===== config.mk =====
export PLATFORM = sky130hd
export DESIGN_NAME = sd_card_init_sequencer_unit
export DESIGN_NICKNAME = d
export VERILOG_FILES = /design/src/rtl/core/sdinit_pkg.sv /design/src/rtl/core/sd_card_init_sequencer_unit.sv
export SDC_FILE = /design/constraint.sdc
export NUM_CORES = 1
export LEC_CHECK = 0
export ABC_AREA = 1
export BUFFER_PORTS_ARGS = -buffer_cell sky130_fd_sc_hd__buf_2
export CAP_MARGIN = 10
export CORE_MARGIN = 5
export CORE_UTILIZATION = 49
export DETAILED_ROUTE_END_ITERATION = 16
export GPL_ROUTABILITY_DRIVEN = 0
export PLACE_DENSITY = 0.89
export SLEW_MARGIN = 20
export SYNTH_ARGS = -nofsm -noshare
export SYNTH_HDL_FRONTEND = slang
export SYNTH_SLANG_ARGS = --single-unit
export TNS_END_PERCENT = 30

===== constraint.sdc =====
create_clock -name clock -period 5 [get_ports clock]
set_input_delay 0.5 -clock clock [delete_from_list [all_inputs] [get_ports clock]]
set_output_delay 0.5 -clock clock [all_outputs]
set_load 0.01 [all_outputs]

===== src/rtl/core/sdinit_pkg.sv =====
// ----------------------------------------------------------------------------
// sd card init sequencer package
// phase encoding, request kinds, response types and command constants
// ----------------------------------------------------------------------------
`timescale 1ns / 1ps
`default_nettype none

package sdinit_pkg;

   typedef enum logic [3:0] {
      PH_IDLE   = 4'd0,
      PH_CMD0   = 4'd1,
      PH_CMD8   = 4'd2,
      PH_CMD55  = 4'd3,
      PH_ACMD41 = 4'd4,
      PH_CMD2   = 4'd5,
      PH_CMD3   = 4'd6,
      PH_CMD9   = 4'd7,
      PH_CMD7   = 4'd8,
      PH_CMD16  = 4'd9,
      PH_READY  = 4'd10,
      PH_RW     = 4'd11,
      PH_SHUT   = 4'd12,
      PH_FAILED = 4'd13
   } phase_type;

   localparam logic [2:0] KIND_START    = 3'd0;
   localparam logic [2:0] KIND_RESPONSE = 3'd1;
   localparam logic [2:0] KIND_READ     = 3'd2;
   localparam logic [2:0] KIND_WRITE    = 3'd3;
   localparam logic [2:0] KIND_SHUTDOWN = 3'd4;

   localparam logic [2:0] RT_NONE = 3'd0;
   localparam logic [2:0] RT_R1   = 3'd1;
   localparam logic [2:0] RT_R1B  = 3'd2;
   localparam logic [2:0] RT_R2   = 3'd3;
   localparam logic [2:0] RT_R3   = 3'd4;
   localparam logic [2:0] RT_R6   = 3'd5;
   localparam logic [2:0] RT_R7   = 3'd6;

   localparam logic [1:0] ST_IDLE   = 2'd0;
   localparam logic [1:0] ST_INIT   = 2'd1;
   localparam logic [1:0] ST_READY  = 2'd2;
   localparam logic [1:0] ST_FAILED = 2'd3;

   localparam logic [5:0] CMD_GO_IDLE      = 6'd0;
   localparam logic [5:0] CMD_SEND_CSD     = 6'd9;
   localparam logic [5:0] CMD_ALL_SEND_CID = 6'd2;
   localparam logic [5:0] CMD_SEND_RCA     = 6'd3;
   localparam logic [5:0] CMD_SELECT       = 6'd7;
   localparam logic [5:0] CMD_SEND_IF_COND = 6'd8;
   localparam logic [5:0] CMD_GO_INACTIVE  = 6'd15;
   localparam logic [5:0] CMD_SET_BLOCKLEN = 6'd16;
   localparam logic [5:0] CMD_READ_SINGLE  = 6'd17;
   localparam logic [5:0] CMD_WRITE_SINGLE = 6'd24;
   localparam logic [5:0] CMD_SD_SEND_OP   = 6'd41;
   localparam logic [5:0] CMD_APP          = 6'd55;

   localparam logic [31:0] IF_COND_ARG   = 32'h0000_01AA;
   localparam logic [7:0]  IF_COND_ECHO  = 8'hAA;
   localparam logic [31:0] OCR_HCS       = 32'h4000_0000;
   localparam logic [31:0] OCR_VDD_WIN   = 32'h0010_0000;
   localparam logic [31:0] BLOCK_LEN_ARG = 32'd512;

   localparam logic [21:0] WAIT_CMD0    = 22'h01_0000;
   localparam logic [21:0] WAIT_CMD8    = 22'h10_0000;
   localparam logic [21:0] WAIT_RETRY   = 22'h20_0000;

   localparam logic [7:0]  RETRY_RESET  = 8'd25;
   localparam logic [15:0] RCA_RESET    = 16'd1;

   function automatic logic [1:0] status_of(input phase_type ph);
      logic [1:0] st;
      unique case (ph)
         PH_IDLE:                      st = ST_IDLE;
         PH_FAILED:                    st = ST_FAILED;
         PH_READY, PH_RW, PH_SHUT:     st = ST_READY;
         default:                      st = ST_INIT;
      endcase
      return st;
   endfunction

endpackage

`default_nettype wire


===== src/rtl/core/sd_card_init_sequencer_unit.sv =====
// ----------------------------------------------------------------------------
// sd card init sequencer
// host-side command sequencer for sd card start-up, block reads and writes
// ----------------------------------------------------------------------------
// Each request (start, command response, read, write, shutdown) yields one
// result in the cycle after it is taken: the next command to send with its
// argument, response type and pre-delay, plus the card status. A request
// is taken every cycle while the result register is free or being drained
// on the same edge; req_stall is high only while a result waits under
// rsp_stall. The single pass to the result register gives one request per
// cycle while req_stall is low. retry_limit is written through csr_wr_en /
// csr_wr_data by the user only while idle; the block does not enforce this.
`timescale 1ns / 1ps
`default_nettype none

module sd_card_init_sequencer_unit (
   input  wire logic        clock,
   input  wire logic        reset,
   input  wire logic        csr_wr_en,
   input  wire logic [7:0]  csr_wr_data,
   input  wire logic        req_valid,
   output      logic        req_stall,
   input  wire logic [2:0]  req_kind,
   input  wire logic        req_cmd_error,
   input  wire logic [31:0] req_resp_word0,
   input  wire logic [31:0] req_resp_word1,
   input  wire logic [31:0] req_resp_word2,
   input  wire logic [31:0] req_resp_word3,
   input  wire logic [31:0] req_block_number,
   output      logic        rsp_valid,
   input  wire logic        rsp_stall,
   output      logic        rsp_issue,
   output      logic [5:0]  rsp_cmd_index,
   output      logic [31:0] rsp_cmd_arg,
   output      logic [2:0]  rsp_resp_type,
   output      logic        rsp_has_data,
   output      logic        rsp_is_write,
   output      logic [21:0] rsp_wait_ticks,
   output      logic [1:0]  rsp_status,
   output      logic        rsp_command_failed,
   output      logic        rsp_card_v2,
   output      logic [15:0] rsp_card_address
);

   sdinit_pkg::phase_type phase_ff, phase_in;
   logic [7:0]  retry_limit_ff;
   logic [7:0]  attempt_ff, attempt_in;
   logic        v2_ff, v2_in;
   logic [15:0] rca_ff, rca_in;

   logic        load;
   logic        rsp_valid_ff, rsp_valid_in;
   logic        issue_ff, issue_in;
   logic [5:0]  cmd_index_ff, cmd_index_in;
   logic [31:0] cmd_arg_ff, cmd_arg_in;
   logic [2:0]  resp_type_ff, resp_type_in;
   logic        has_data_ff, has_data_in;
   logic        is_write_ff, is_write_in;
   logic [21:0] wait_ticks_ff, wait_ticks_in;
   logic        failed_ff, failed_in;

   logic [7:0]  attempt_inc;
   logic [31:0] rca_arg;
   logic [31:0] block_arg;

   // resp_word1..3 carry the cid/csd words, which this block does not keep
   assign req_stall = rsp_valid_ff & rsp_stall;
   assign load      = req_valid & ~req_stall;

   assign attempt_inc = attempt_ff + 8'd1;
   assign rca_arg     = {rca_ff, 16'h0000};
   assign block_arg   = v2_ff ? req_block_number : {req_block_number[22:0], 9'b0};

   always_comb begin
      phase_in      = phase_ff;
      attempt_in    = attempt_ff;
      v2_in         = v2_ff;
      rca_in        = rca_ff;
      issue_in      = 1'b0;
      cmd_index_in  = 6'd0;
      cmd_arg_in    = 32'd0;
      resp_type_in  = sdinit_pkg::RT_NONE;
      has_data_in   = 1'b0;
      is_write_in   = 1'b0;
      wait_ticks_in = 22'd0;
      failed_in     = 1'b0;

      unique case (req_kind)
         sdinit_pkg::KIND_START: begin
            v2_in         = 1'b0;
            attempt_in    = 8'd0;
            rca_in        = sdinit_pkg::RCA_RESET;
            issue_in      = 1'b1;
            cmd_index_in  = sdinit_pkg::CMD_GO_IDLE;
            wait_ticks_in = sdinit_pkg::WAIT_CMD0;
            phase_in      = sdinit_pkg::PH_CMD0;
         end
         sdinit_pkg::KIND_RESPONSE: begin
            unique case (phase_ff)
               sdinit_pkg::PH_CMD0: begin
                  if (req_cmd_error) begin
                     phase_in = sdinit_pkg::PH_FAILED;
                  end else begin
                     issue_in      = 1'b1;
                     cmd_index_in  = sdinit_pkg::CMD_SEND_IF_COND;
                     cmd_arg_in    = sdinit_pkg::IF_COND_ARG;
                     resp_type_in  = sdinit_pkg::RT_R7;
                     wait_ticks_in = sdinit_pkg::WAIT_CMD8;
                     phase_in      = sdinit_pkg::PH_CMD8;
                  end
               end
               sdinit_pkg::PH_CMD8: begin
                  if (!req_cmd_error && req_resp_word0[7:0] == sdinit_pkg::IF_COND_ECHO) begin
                     v2_in = 1'b1;
                  end
                  attempt_in   = 8'd0;
                  issue_in     = 1'b1;
                  cmd_index_in = sdinit_pkg::CMD_APP;
                  resp_type_in = sdinit_pkg::RT_R1;
                  phase_in     = sdinit_pkg::PH_CMD55;
               end
               sdinit_pkg::PH_CMD55: begin
                  issue_in     = 1'b1;
                  cmd_index_in = sdinit_pkg::CMD_SD_SEND_OP;
                  cmd_arg_in   = (v2_ff ? sdinit_pkg::OCR_HCS : 32'd0)
                                 | sdinit_pkg::OCR_VDD_WIN;
                  resp_type_in = sdinit_pkg::RT_R3;
                  phase_in     = sdinit_pkg::PH_ACMD41;
               end
               sdinit_pkg::PH_ACMD41: begin
                  if (req_resp_word0[31]) begin
                     issue_in     = 1'b1;
                     cmd_index_in = sdinit_pkg::CMD_ALL_SEND_CID;
                     resp_type_in = sdinit_pkg::RT_R2;
                     phase_in     = sdinit_pkg::PH_CMD2;
                  end else begin
                     attempt_in = attempt_inc;
                     // a limit of zero fails on the first miss
                     if (attempt_inc >= retry_limit_ff || attempt_inc == 8'd0) begin
                        phase_in = sdinit_pkg::PH_FAILED;
                     end else begin
                        issue_in      = 1'b1;
                        cmd_index_in  = sdinit_pkg::CMD_APP;
                        resp_type_in  = sdinit_pkg::RT_R1;
                        wait_ticks_in = sdinit_pkg::WAIT_RETRY;
                        phase_in      = sdinit_pkg::PH_CMD55;
                     end
                  end
               end
               sdinit_pkg::PH_CMD2: begin
                  if (req_cmd_error) begin
                     phase_in = sdinit_pkg::PH_FAILED;
                  end else begin
                     issue_in     = 1'b1;
                     cmd_index_in = sdinit_pkg::CMD_SEND_RCA;
                     cmd_arg_in   = rca_arg;
                     resp_type_in = sdinit_pkg::RT_R6;
                     phase_in     = sdinit_pkg::PH_CMD3;
                  end
               end
               sdinit_pkg::PH_CMD3: begin
                  if (req_cmd_error) begin
                     phase_in = sdinit_pkg::PH_FAILED;
                  end else begin
                     rca_in       = req_resp_word0[31:16];
                     issue_in     = 1'b1;
                     cmd_index_in = sdinit_pkg::CMD_SEND_CSD;
                     cmd_arg_in   = {req_resp_word0[31:16], 16'h0000};
                     resp_type_in = sdinit_pkg::RT_R2;
                     phase_in     = sdinit_pkg::PH_CMD9;
                  end
               end
               sdinit_pkg::PH_CMD9: begin
                  if (req_cmd_error) begin
                     phase_in = sdinit_pkg::PH_FAILED;
                  end else begin
                     issue_in     = 1'b1;
                     cmd_index_in = sdinit_pkg::CMD_SELECT;
                     cmd_arg_in   = rca_arg;
                     resp_type_in = sdinit_pkg::RT_R1B;
                     phase_in     = sdinit_pkg::PH_CMD7;
                  end
               end
               sdinit_pkg::PH_CMD7: begin
                  if (req_cmd_error) begin
                     phase_in = sdinit_pkg::PH_FAILED;
                  end else begin
                     issue_in     = 1'b1;
                     cmd_index_in = sdinit_pkg::CMD_SET_BLOCKLEN;
                     cmd_arg_in   = sdinit_pkg::BLOCK_LEN_ARG;
                     resp_type_in = sdinit_pkg::RT_R1;
                     phase_in     = sdinit_pkg::PH_CMD16;
                  end
               end
               sdinit_pkg::PH_CMD16: begin
                  phase_in = req_cmd_error ? sdinit_pkg::PH_FAILED : sdinit_pkg::PH_READY;
               end
               sdinit_pkg::PH_RW: begin
                  failed_in = req_cmd_error;
                  phase_in  = sdinit_pkg::PH_READY;
               end
               sdinit_pkg::PH_SHUT: begin
                  failed_in = req_cmd_error;
                  phase_in  = req_cmd_error ? sdinit_pkg::PH_READY : sdinit_pkg::PH_IDLE;
               end
               default: begin
                  // nothing outstanding, response dropped
               end
            endcase
         end
         sdinit_pkg::KIND_READ, sdinit_pkg::KIND_WRITE: begin
            if (phase_ff == sdinit_pkg::PH_READY) begin
               issue_in     = 1'b1;
               is_write_in  = (req_kind == sdinit_pkg::KIND_WRITE);
               cmd_index_in = (req_kind == sdinit_pkg::KIND_WRITE)
                              ? sdinit_pkg::CMD_WRITE_SINGLE
                              : sdinit_pkg::CMD_READ_SINGLE;
               cmd_arg_in   = block_arg;
               resp_type_in = sdinit_pkg::RT_R1;
               has_data_in  = 1'b1;
               phase_in     = sdinit_pkg::PH_RW;
            end
         end
         sdinit_pkg::KIND_SHUTDOWN: begin
            if (phase_ff == sdinit_pkg::PH_READY) begin
               issue_in     = 1'b1;
               cmd_index_in = sdinit_pkg::CMD_GO_INACTIVE;
               cmd_arg_in   = rca_arg;
               phase_in     = sdinit_pkg::PH_SHUT;
            end
         end
         default: begin
            // unused kinds leave the state alone
         end
      endcase
   end

   always_comb begin
      rsp_valid_in = rsp_valid_ff;
      if (load) begin
         rsp_valid_in = 1'b1;
      end else if (!rsp_stall) begin
         rsp_valid_in = 1'b0;
      end
   end

   always_ff @(posedge clock) begin
      if (reset) begin
         phase_ff       <= sdinit_pkg::PH_IDLE;
         attempt_ff     <= 8'd0;
         v2_ff          <= 1'b0;
         rca_ff         <= sdinit_pkg::RCA_RESET;
         retry_limit_ff <= sdinit_pkg::RETRY_RESET;
         rsp_valid_ff   <= 1'b0;
      end else begin
         rsp_valid_ff <= rsp_valid_in;
         if (csr_wr_en) begin
            retry_limit_ff <= csr_wr_data;
         end
         if (load) begin
            phase_ff   <= phase_in;
            attempt_ff <= attempt_in;
            v2_ff      <= v2_in;
            rca_ff     <= rca_in;
         end
      end
   end

   always_ff @(posedge clock) begin
      if (load) begin
         issue_ff      <= issue_in;
         cmd_index_ff  <= cmd_index_in;
         cmd_arg_ff    <= cmd_arg_in;
         resp_type_ff  <= resp_type_in;
         has_data_ff   <= has_data_in;
         is_write_ff   <= is_write_in;
         wait_ticks_ff <= wait_ticks_in;
         failed_ff     <= failed_in;
      end
   end

   assign rsp_valid          = rsp_valid_ff;
   assign rsp_issue          = issue_ff;
   assign rsp_cmd_index      = cmd_index_ff;
   assign rsp_cmd_arg        = cmd_arg_ff;
   assign rsp_resp_type      = resp_type_ff;
   assign rsp_has_data       = has_data_ff;
   assign rsp_is_write       = is_write_ff;
   assign rsp_wait_ticks     = wait_ticks_ff;
   assign rsp_status         = sdinit_pkg::status_of(phase_ff);
   assign rsp_command_failed = failed_ff;
   assign rsp_card_v2        = v2_ff;
   assign rsp_card_address   = rca_ff;

endmodule

`default_nettype wire


==> results of run 1 <==
## report_power, final
| part | internal (uW) | switching [uW] |
|---|---|---|
| clock | 192 | 284 |
| sequential | 772 | 14.9 |
| combinational | 72.6 | 143 |
## stage by stage
step	setup WS [ns]	total power, uW	hold slack (ns)	cells	util (%)
global route	2.284	1546	0.3232	891	59.40
floorplan	2.505	940.5	0.4354	642	-
CTS	2.480	1488	0.3235	891	59.39
global placement	2.381	1012	0.4500	875	57.47
finish	2.480	1479	0.3311	891	59.40
detailed placement	2.360	1016	0.4501	875	57.47
## state kept, by name, indices dropped and copies added, names as in the netlist
| signal | flops |
|---|---|
| retry_limit_ff | 8 |
| rsp_is_write | 1 |
| rsp_cmd_index | 6 |
| rsp_has_data | 1 |
| rsp_resp_type | 3 |
| rsp_issue | 1 |
| rsp_wait_ticks | 3 |
| rsp_cmd_arg | 32 |
| attempt_ff | 8 |
| rsp_valid | 1 |
| rsp_command_failed | 1 |
| rsp_card_address | 16 |
| rsp_card_v2 | 1 |
| phase_ff | 4 |
## layout make-up
class                   count  area share, %
clock buffers               9          2.124
clock inverters             7          1.115
repair buffers            143          12.36
flip-flops and latches     86          37.77
well taps                 133          2.853
multi-input cells         438          38.87
inverters                  75          4.912
## tightest hold or removal path, delay by kind of cell
| family | cells | cell delay (ns) |
|---|---|---|
| AOI/OAI and AO/OA | 2 | 0.10 |
| buffers and inverters | 1 | 0.07 |
## kinds of logic (layout without fill, tap and decap cells)
logic type,after synthesis,in the layout
muxes,1,1
other,1,19
AOI/OAI and AO/OA,130,130
adders and majority gates,9,9
DFF,86,86
buffers and inverters,118,234
and+or+nand+nor,279,279
## layer usage
layer  routed length [um]  GRT usage, %
met1                 5772         28.85
met2                 6648         37.46
met3                 1467         5.908
met4                  328         7.635
met5                   13             0
## how the worst max path moves through the flow
stage                                     from                         end  slack [ns]  cells past startpoint
finish              attempt_ff[0]$_SDFFE_PP0P_  rsp_cmd_index[1]$_DFFE_PP_        2.48                     17
global route        attempt_ff[0]$_SDFFE_PP0P_  rsp_cmd_index[1]$_DFFE_PP_        2.28                     17
CTS                   rsp_card_v2$_SDFFE_PP0P_   rsp_cmd_arg[27]$_DFFE_PP_        2.48                      4
detailed placement                   rsp_stall  attempt_ff[5]$_SDFFE_PP0P_        2.36                     11
global placement                     rsp_stall  attempt_ff[1]$_SDFFE_PP0P_        2.38                     11
floorplan                            rsp_stall  attempt_ff[0]$_SDFFE_PP0P_        2.51                     10
## Yosys cell counts, drive strengths merged, types with 2 or more instances
cell type  count  area share, %
a21oi         65            6.7
a31oi          2           0.25
clkbuf        12           0.91
a32o          11            2.2
a221o         12            2.4
o21ai         30            3.0
inv           74            5.7
o21bai         2           0.38
nor3           7           0.71
ha             9            2.3
nand3         38            3.8
dfxtp         38             15
nand4         10            1.3
buf           31            4.4
nor4           5            1.2
edfxtp        48             29
o211ai         2           0.30
nand2        153             12
nor2          63            5.8
==> results.toml, run 1 <==
[drt]
vias = 4860
drt_iter0_drc = 555
drtPass1Iterations = 5
drt_wl_total_um = 14230
drc = 0
routed_via_density = 5.455
antenna_left = 0
wl_per_cell_um = 15.97

[setup_path]
crit_buf_inv = 0
cpMostUsedCell = "nand2_1"
r2r_end = "rsp_cmd_index[1]$_DFFE_PP_"
critPathArrivalTime_ns = 2.65
cp_max_fo = 7
path_cells = "ha_1 -> nand2_1 -> and2_1 -> ha_1 -> nand2_1 -> nand2_1 -> nand2_1 -> nand2_1 -> nand2_1 -> nand2_1 -> nand2_1 -> nand2_1 -> nand2_1 -> nand2_1 -> nand2_1 -> o21ai_0 -> nand2_1"
worstSetupPathType = "reg2reg"
reg2reg_depth = 17
cp_slowest_stage_delay_ns = 0.48
worstSetupStartpointType = "flop"
cp-end-kind = "flop"
critPathSlowestCell = "dfxtp_1"
reg2reg_from = "attempt_ff[0]$_SDFFE_PP0P_"
reg2reg_slack_ns = 2.48
cp_top_family = "simple AND/OR/NAND/NOR gates"
cp_data_required_time_ns = 5.13

[die]
die_w_um = 110.5
core_area_um2 = 9819
die_h_um = 110.5
start_util_pct = 50.42
io_pins = 265
die_area_um2 = 12210
num_rows = 36

[clocking]
clockBufferDepth = 2
tritoncts = "done"
postCtsSetupRepairBufs = 0
cts_resized = 0
postCtsHoldBufs = 0
cts-buffers-inserted = 9
cts-root-buf = "clkbuf_8"
worstSkewPairLatency_ns = 0.37
cts.sinks = 86
clkTransAtPathRegs_ns = 0.10
htreeDepth = 3

[yosys]
synth_compound_area_share_pct = 16.38
syn_area_per_cell_um2 = 7.934
synthXorXnorAreaFrac_pct = 0
postSynthCellCount = 624
syn_area_um2 = 4951
muxShareOfSynthArea_pct = 0.2022
async_flop_share_pct = 0
ys_seq_elements = 86
yosysWarningCount = 0
synth_ff_type = "edfxtp_1"
yosys.area_share.simple_pct = 25.45
ys_seq_area_share_pct = 44.48
synth_top_family_by_area = "simple AND/OR/NAND/NOR gates"
synthAdderAreaFrac_pct = 2.274
synth_edf_count = 48
synth_cell_types = 44

[sta]
final_max_slew_viol_count = 0
finalHoldViolCount = 0
max_freq_ghz = 0.3968
rsz0062_at_grt = "false"
skew_ns = 0.01269
finalCritPeriodShare_pct = 50.41
setup_viol = 0
relSlewSlack_pct = 43.47
fin_setup_tns_ns = 0
tightestPinTransition_ns = 0.8428
period_minus_slack_ns = 2.520

[pwr]
p_leak_uw = 0.002743
ir_drop_uv = 139.5
power_density_nw_per_um2 = 253.6

[grt]
grt_max_degree = 53
grt_pass1_vias = 4545
antenna_found_initial = 1
grt-ovfl-total = 0
grt_use_total_pct = 22.68
grt_pass1_wl_um = 22910

[finish]
regArea_um2 = 2203
mostFrequentLayoutCell = "nand2_1"
layout_common_cells = "nand2_1 (147), buf_2 (141), inv_1 (66), a21oi_1 (63), nor2_1 (51)"
stdcell_area_um2 = 5833
drive_gt1_share_pct = 25.33
fillers = 890
area_growth_pct = 17.82
multiInputGateArea_um2 = 2267
final_nets = 939
diodes = 0

[run_status]
status = "finished, final reports clean"

[min_path]
hold_end = "retry_limit_ff[3]$_SDFFE_PP1P_"
holdPathStages = 3
hold_path.class = "in2reg"
worst_hold_startpoint = "csr_wr_data[3]"

[place]
portBuffers = 141
dpl.hpwl_um = 10370
place_area_um2 = 5643

[flow_run]
cap_violations = 0
Power figures use the tool's default switching activity.
==> run 2, diff against run 1 <==
Settings changed: CORE_UTILIZATION 49 to 46, PLACE_DENSITY 0.89 to 0.85.
Clock period 5 ns to 2.35 ns, I/O delays scaled along.
==> run 2 against run 1 <==
Critical path depth decreased by 3. Die area increased by 5.9%. Clock skew increased by 0.0031 ns. Wire length increased by 4.2%. Worst setup slack got worse by 2.4 ns. Combinational power increased by 130%. Sequential share of layout area decreased by 2.0 points. Fmax increased by 12%. Utilization about the same. Register-to-register slack got worse by 2.4 ns. Via count increased by 1.7%. Sequential cell count unchanged. Critical endpoint is now rsp_cmd_index[2]$_DFFE_PP_. Largest power group unchanged. Highest routed layer is now met4.
==> results.toml, run 2 (synthesis gave the netlist of run 1 again) <==
[die]
die_area_um2 = 12940
die_h_um = 113.7
die_w_um = 113.7
io_pins = 265
num_rows = 37
start_util_pct = 47.53
core_area_um2 = 10420

[drt]
drt_wl_total_um = 14830
drtPass1Iterations = 5
drc = 0
antenna_left = 0
drt_iter0_drc = 554
routed_via_density = 5.401
vias = 4942
wl_per_cell_um = 16.21

[clocking]
clkTransAtPathRegs_ns = 0.09
tritoncts = "done"
cts-root-buf = "clkbuf_8"
clockBufferDepth = 2
worstSkewPairLatency_ns = 0.37
cts.sinks = 86
cts-buffers-inserted = 9
htreeDepth = 3

[setup_path]
r2r_end = "rsp_cmd_index[2]$_DFFE_PP_"
worstSetupStartpointType = "flop"
cp_data_required_time_ns = 2.47
cp_max_fo = 4
critPathArrivalTime_ns = 2.36
reg2reg_slack_ns = 0.10
reg2reg_from = "attempt_ff[1]$_SDFFE_PP0P_"
worstSetupPathType = "reg2reg"
cp-end-kind = "flop"
reg2reg_depth = 14

[grt]
antenna_found_initial = 0
grt_max_degree = 52
grt_pass1_vias = 4521
grt_pass1_wl_um = 22890
grt_use_total_pct = 22.01
grt-ovfl-total = 0

[finish]
stdcell_area_um2 = 6187
mostFrequentLayoutCell = "buf_2"
drive_gt1_share_pct = 31.07
diodes = 0
area_growth_pct = 24.97
largest_reg_flops = 32
fin_cells = 915
final_nets = 960
layout_common_cells = "buf_2 (141), nand2_1 (136), inv_1 (62), a21oi_1 (61), nor2_1 (51)"

[place]
dp_cells = 894
place_area_um2 = 5767
portBuffers = 141
dpl.hpwl_um = 10880

[sta]
finalCritPeriodShare_pct = 95.56
period_minus_slack_ns = 2.246
setup_viol = 0
tightestPinTransition_ns = 0.6535
final_max_slew_viol_count = 0
max_freq_ghz = 0.4453
relSlewSlack_pct = 56.44
finalHoldViolCount = 0
skew_ns = 0.01581
rsz0062_at_grt = "true"
fin_setup_tns_ns = 0

[min_path]
hold_end = "retry_limit_ff[0]$_SDFFE_PP1P_"
holdPathStages = 3
worst_hold_startpoint = "csr_wr_data[0]"
hold_path.class = "in2reg"

[pwr]
p_leak_uw = 0.002891
ir_drop_uv = 337.4
power_density_nw_per_um2 = 559.6

[run_status]
status = "finished, final reports clean"

[flow_run]
cap_violations = 0
## run 2: critical path, stage by stage (launching register included)
cell,delay [ns]
dfxtp_4,0.37
buf_4,0.15
nand3_4,0.08
inv_2,0.05
a21o_1,0.16
nand2_2,0.08
inv_2,0.05
ha_4,0.26
nand2_1,0.06
a21oi_2,0.15
nand2_4,0.07
nand4_1,0.18
nand2_1,0.13
o21ai_1,0.15
nand2_1,0.07
## run 2: final cells by class
class	count	area [um^2]
Inverter	75	286.5
Sequential cell	86	2215
Clock buffer	9	123.9
Fill cell	922	4229
Multi-Input combinational cell	438	2385
Tap cell	136	170.2
Timing Repair Buffer	164	882.1
Clock inverter	7	125.1
## run 2: worst max path at each step
stage | startpoint | endpoint | slack (ns)
3_3_place_gp | attempt_ff[0]$_SDFFE_PP0P_ | rsp_resp_type[0]$_DFFE_PP_ | 0.06
3_5_place_dp | attempt_ff[0]$_SDFFE_PP0P_ | rsp_resp_type[0]$_DFFE_PP_ | 0.02
5_1_grt | attempt_ff[1]$_SDFFE_PP0P_ | rsp_cmd_index[2]$_DFFE_PP_ | -0.07
4_1_cts | attempt_ff[1]$_SDFFE_PP0P_ | rsp_cmd_index[1]$_DFFE_PP_ | 0.01
6_report | attempt_ff[1]$_SDFFE_PP0P_ | rsp_cmd_index[2]$_DFFE_PP_ | 0.10
2_1_floorplan | rsp_valid$_SDFFE_PP0P_ | attempt_ff[0]$_SDFFE_PP0P_ | 0.02
## run 2: metal layers
metal,up-vias,part of all wire [%],global-route usage [%]
li1,2371,-,-
met1,2223,39,27.96
met2,308,46,36.00
met3,40,13,6.260
met4,0,2.8,7.532
met5,-,0,0
## run 2: repair_timing
| item | CTS | global route |
|---|---|---|
| setup buffers | 0 | 5 |
| gates resized for setup | 2 | 38 |
| hold buffers | 0 | 0 |
| pin swaps | 0 | 14 |
| setup endpoints to repair | 4 | 10 |
## run 2: per-stage QoR
stage	hold WS, ns	power [uW]	setup WS, ns	utilization, %
2_1_floorplan	0.3354	2001	0.02271	-
3_3_place_gp	0.4454	2163	0.05912	55.36
3_5_place_dp	0.4513	2173	0.02223	55.36
4_1_cts	0.06191	3466	0.01116	57.81
5_1_grt	0.09064	3594	-0.06515	59.40
6_report	0.07852	3462	0.1044	59.40
## run 2: power breakdown
| group | leakage [uW] | switching, uW | internal (uW) | total, uW |
|---|---|---|---|---|
| clock network | 0.000125 | 593 | 720 | 1310 |
| registers | 0.000800 | 24.2 | 1640 | 1660 |
| logic | 0.00197 | 320 | 166 | 486 |
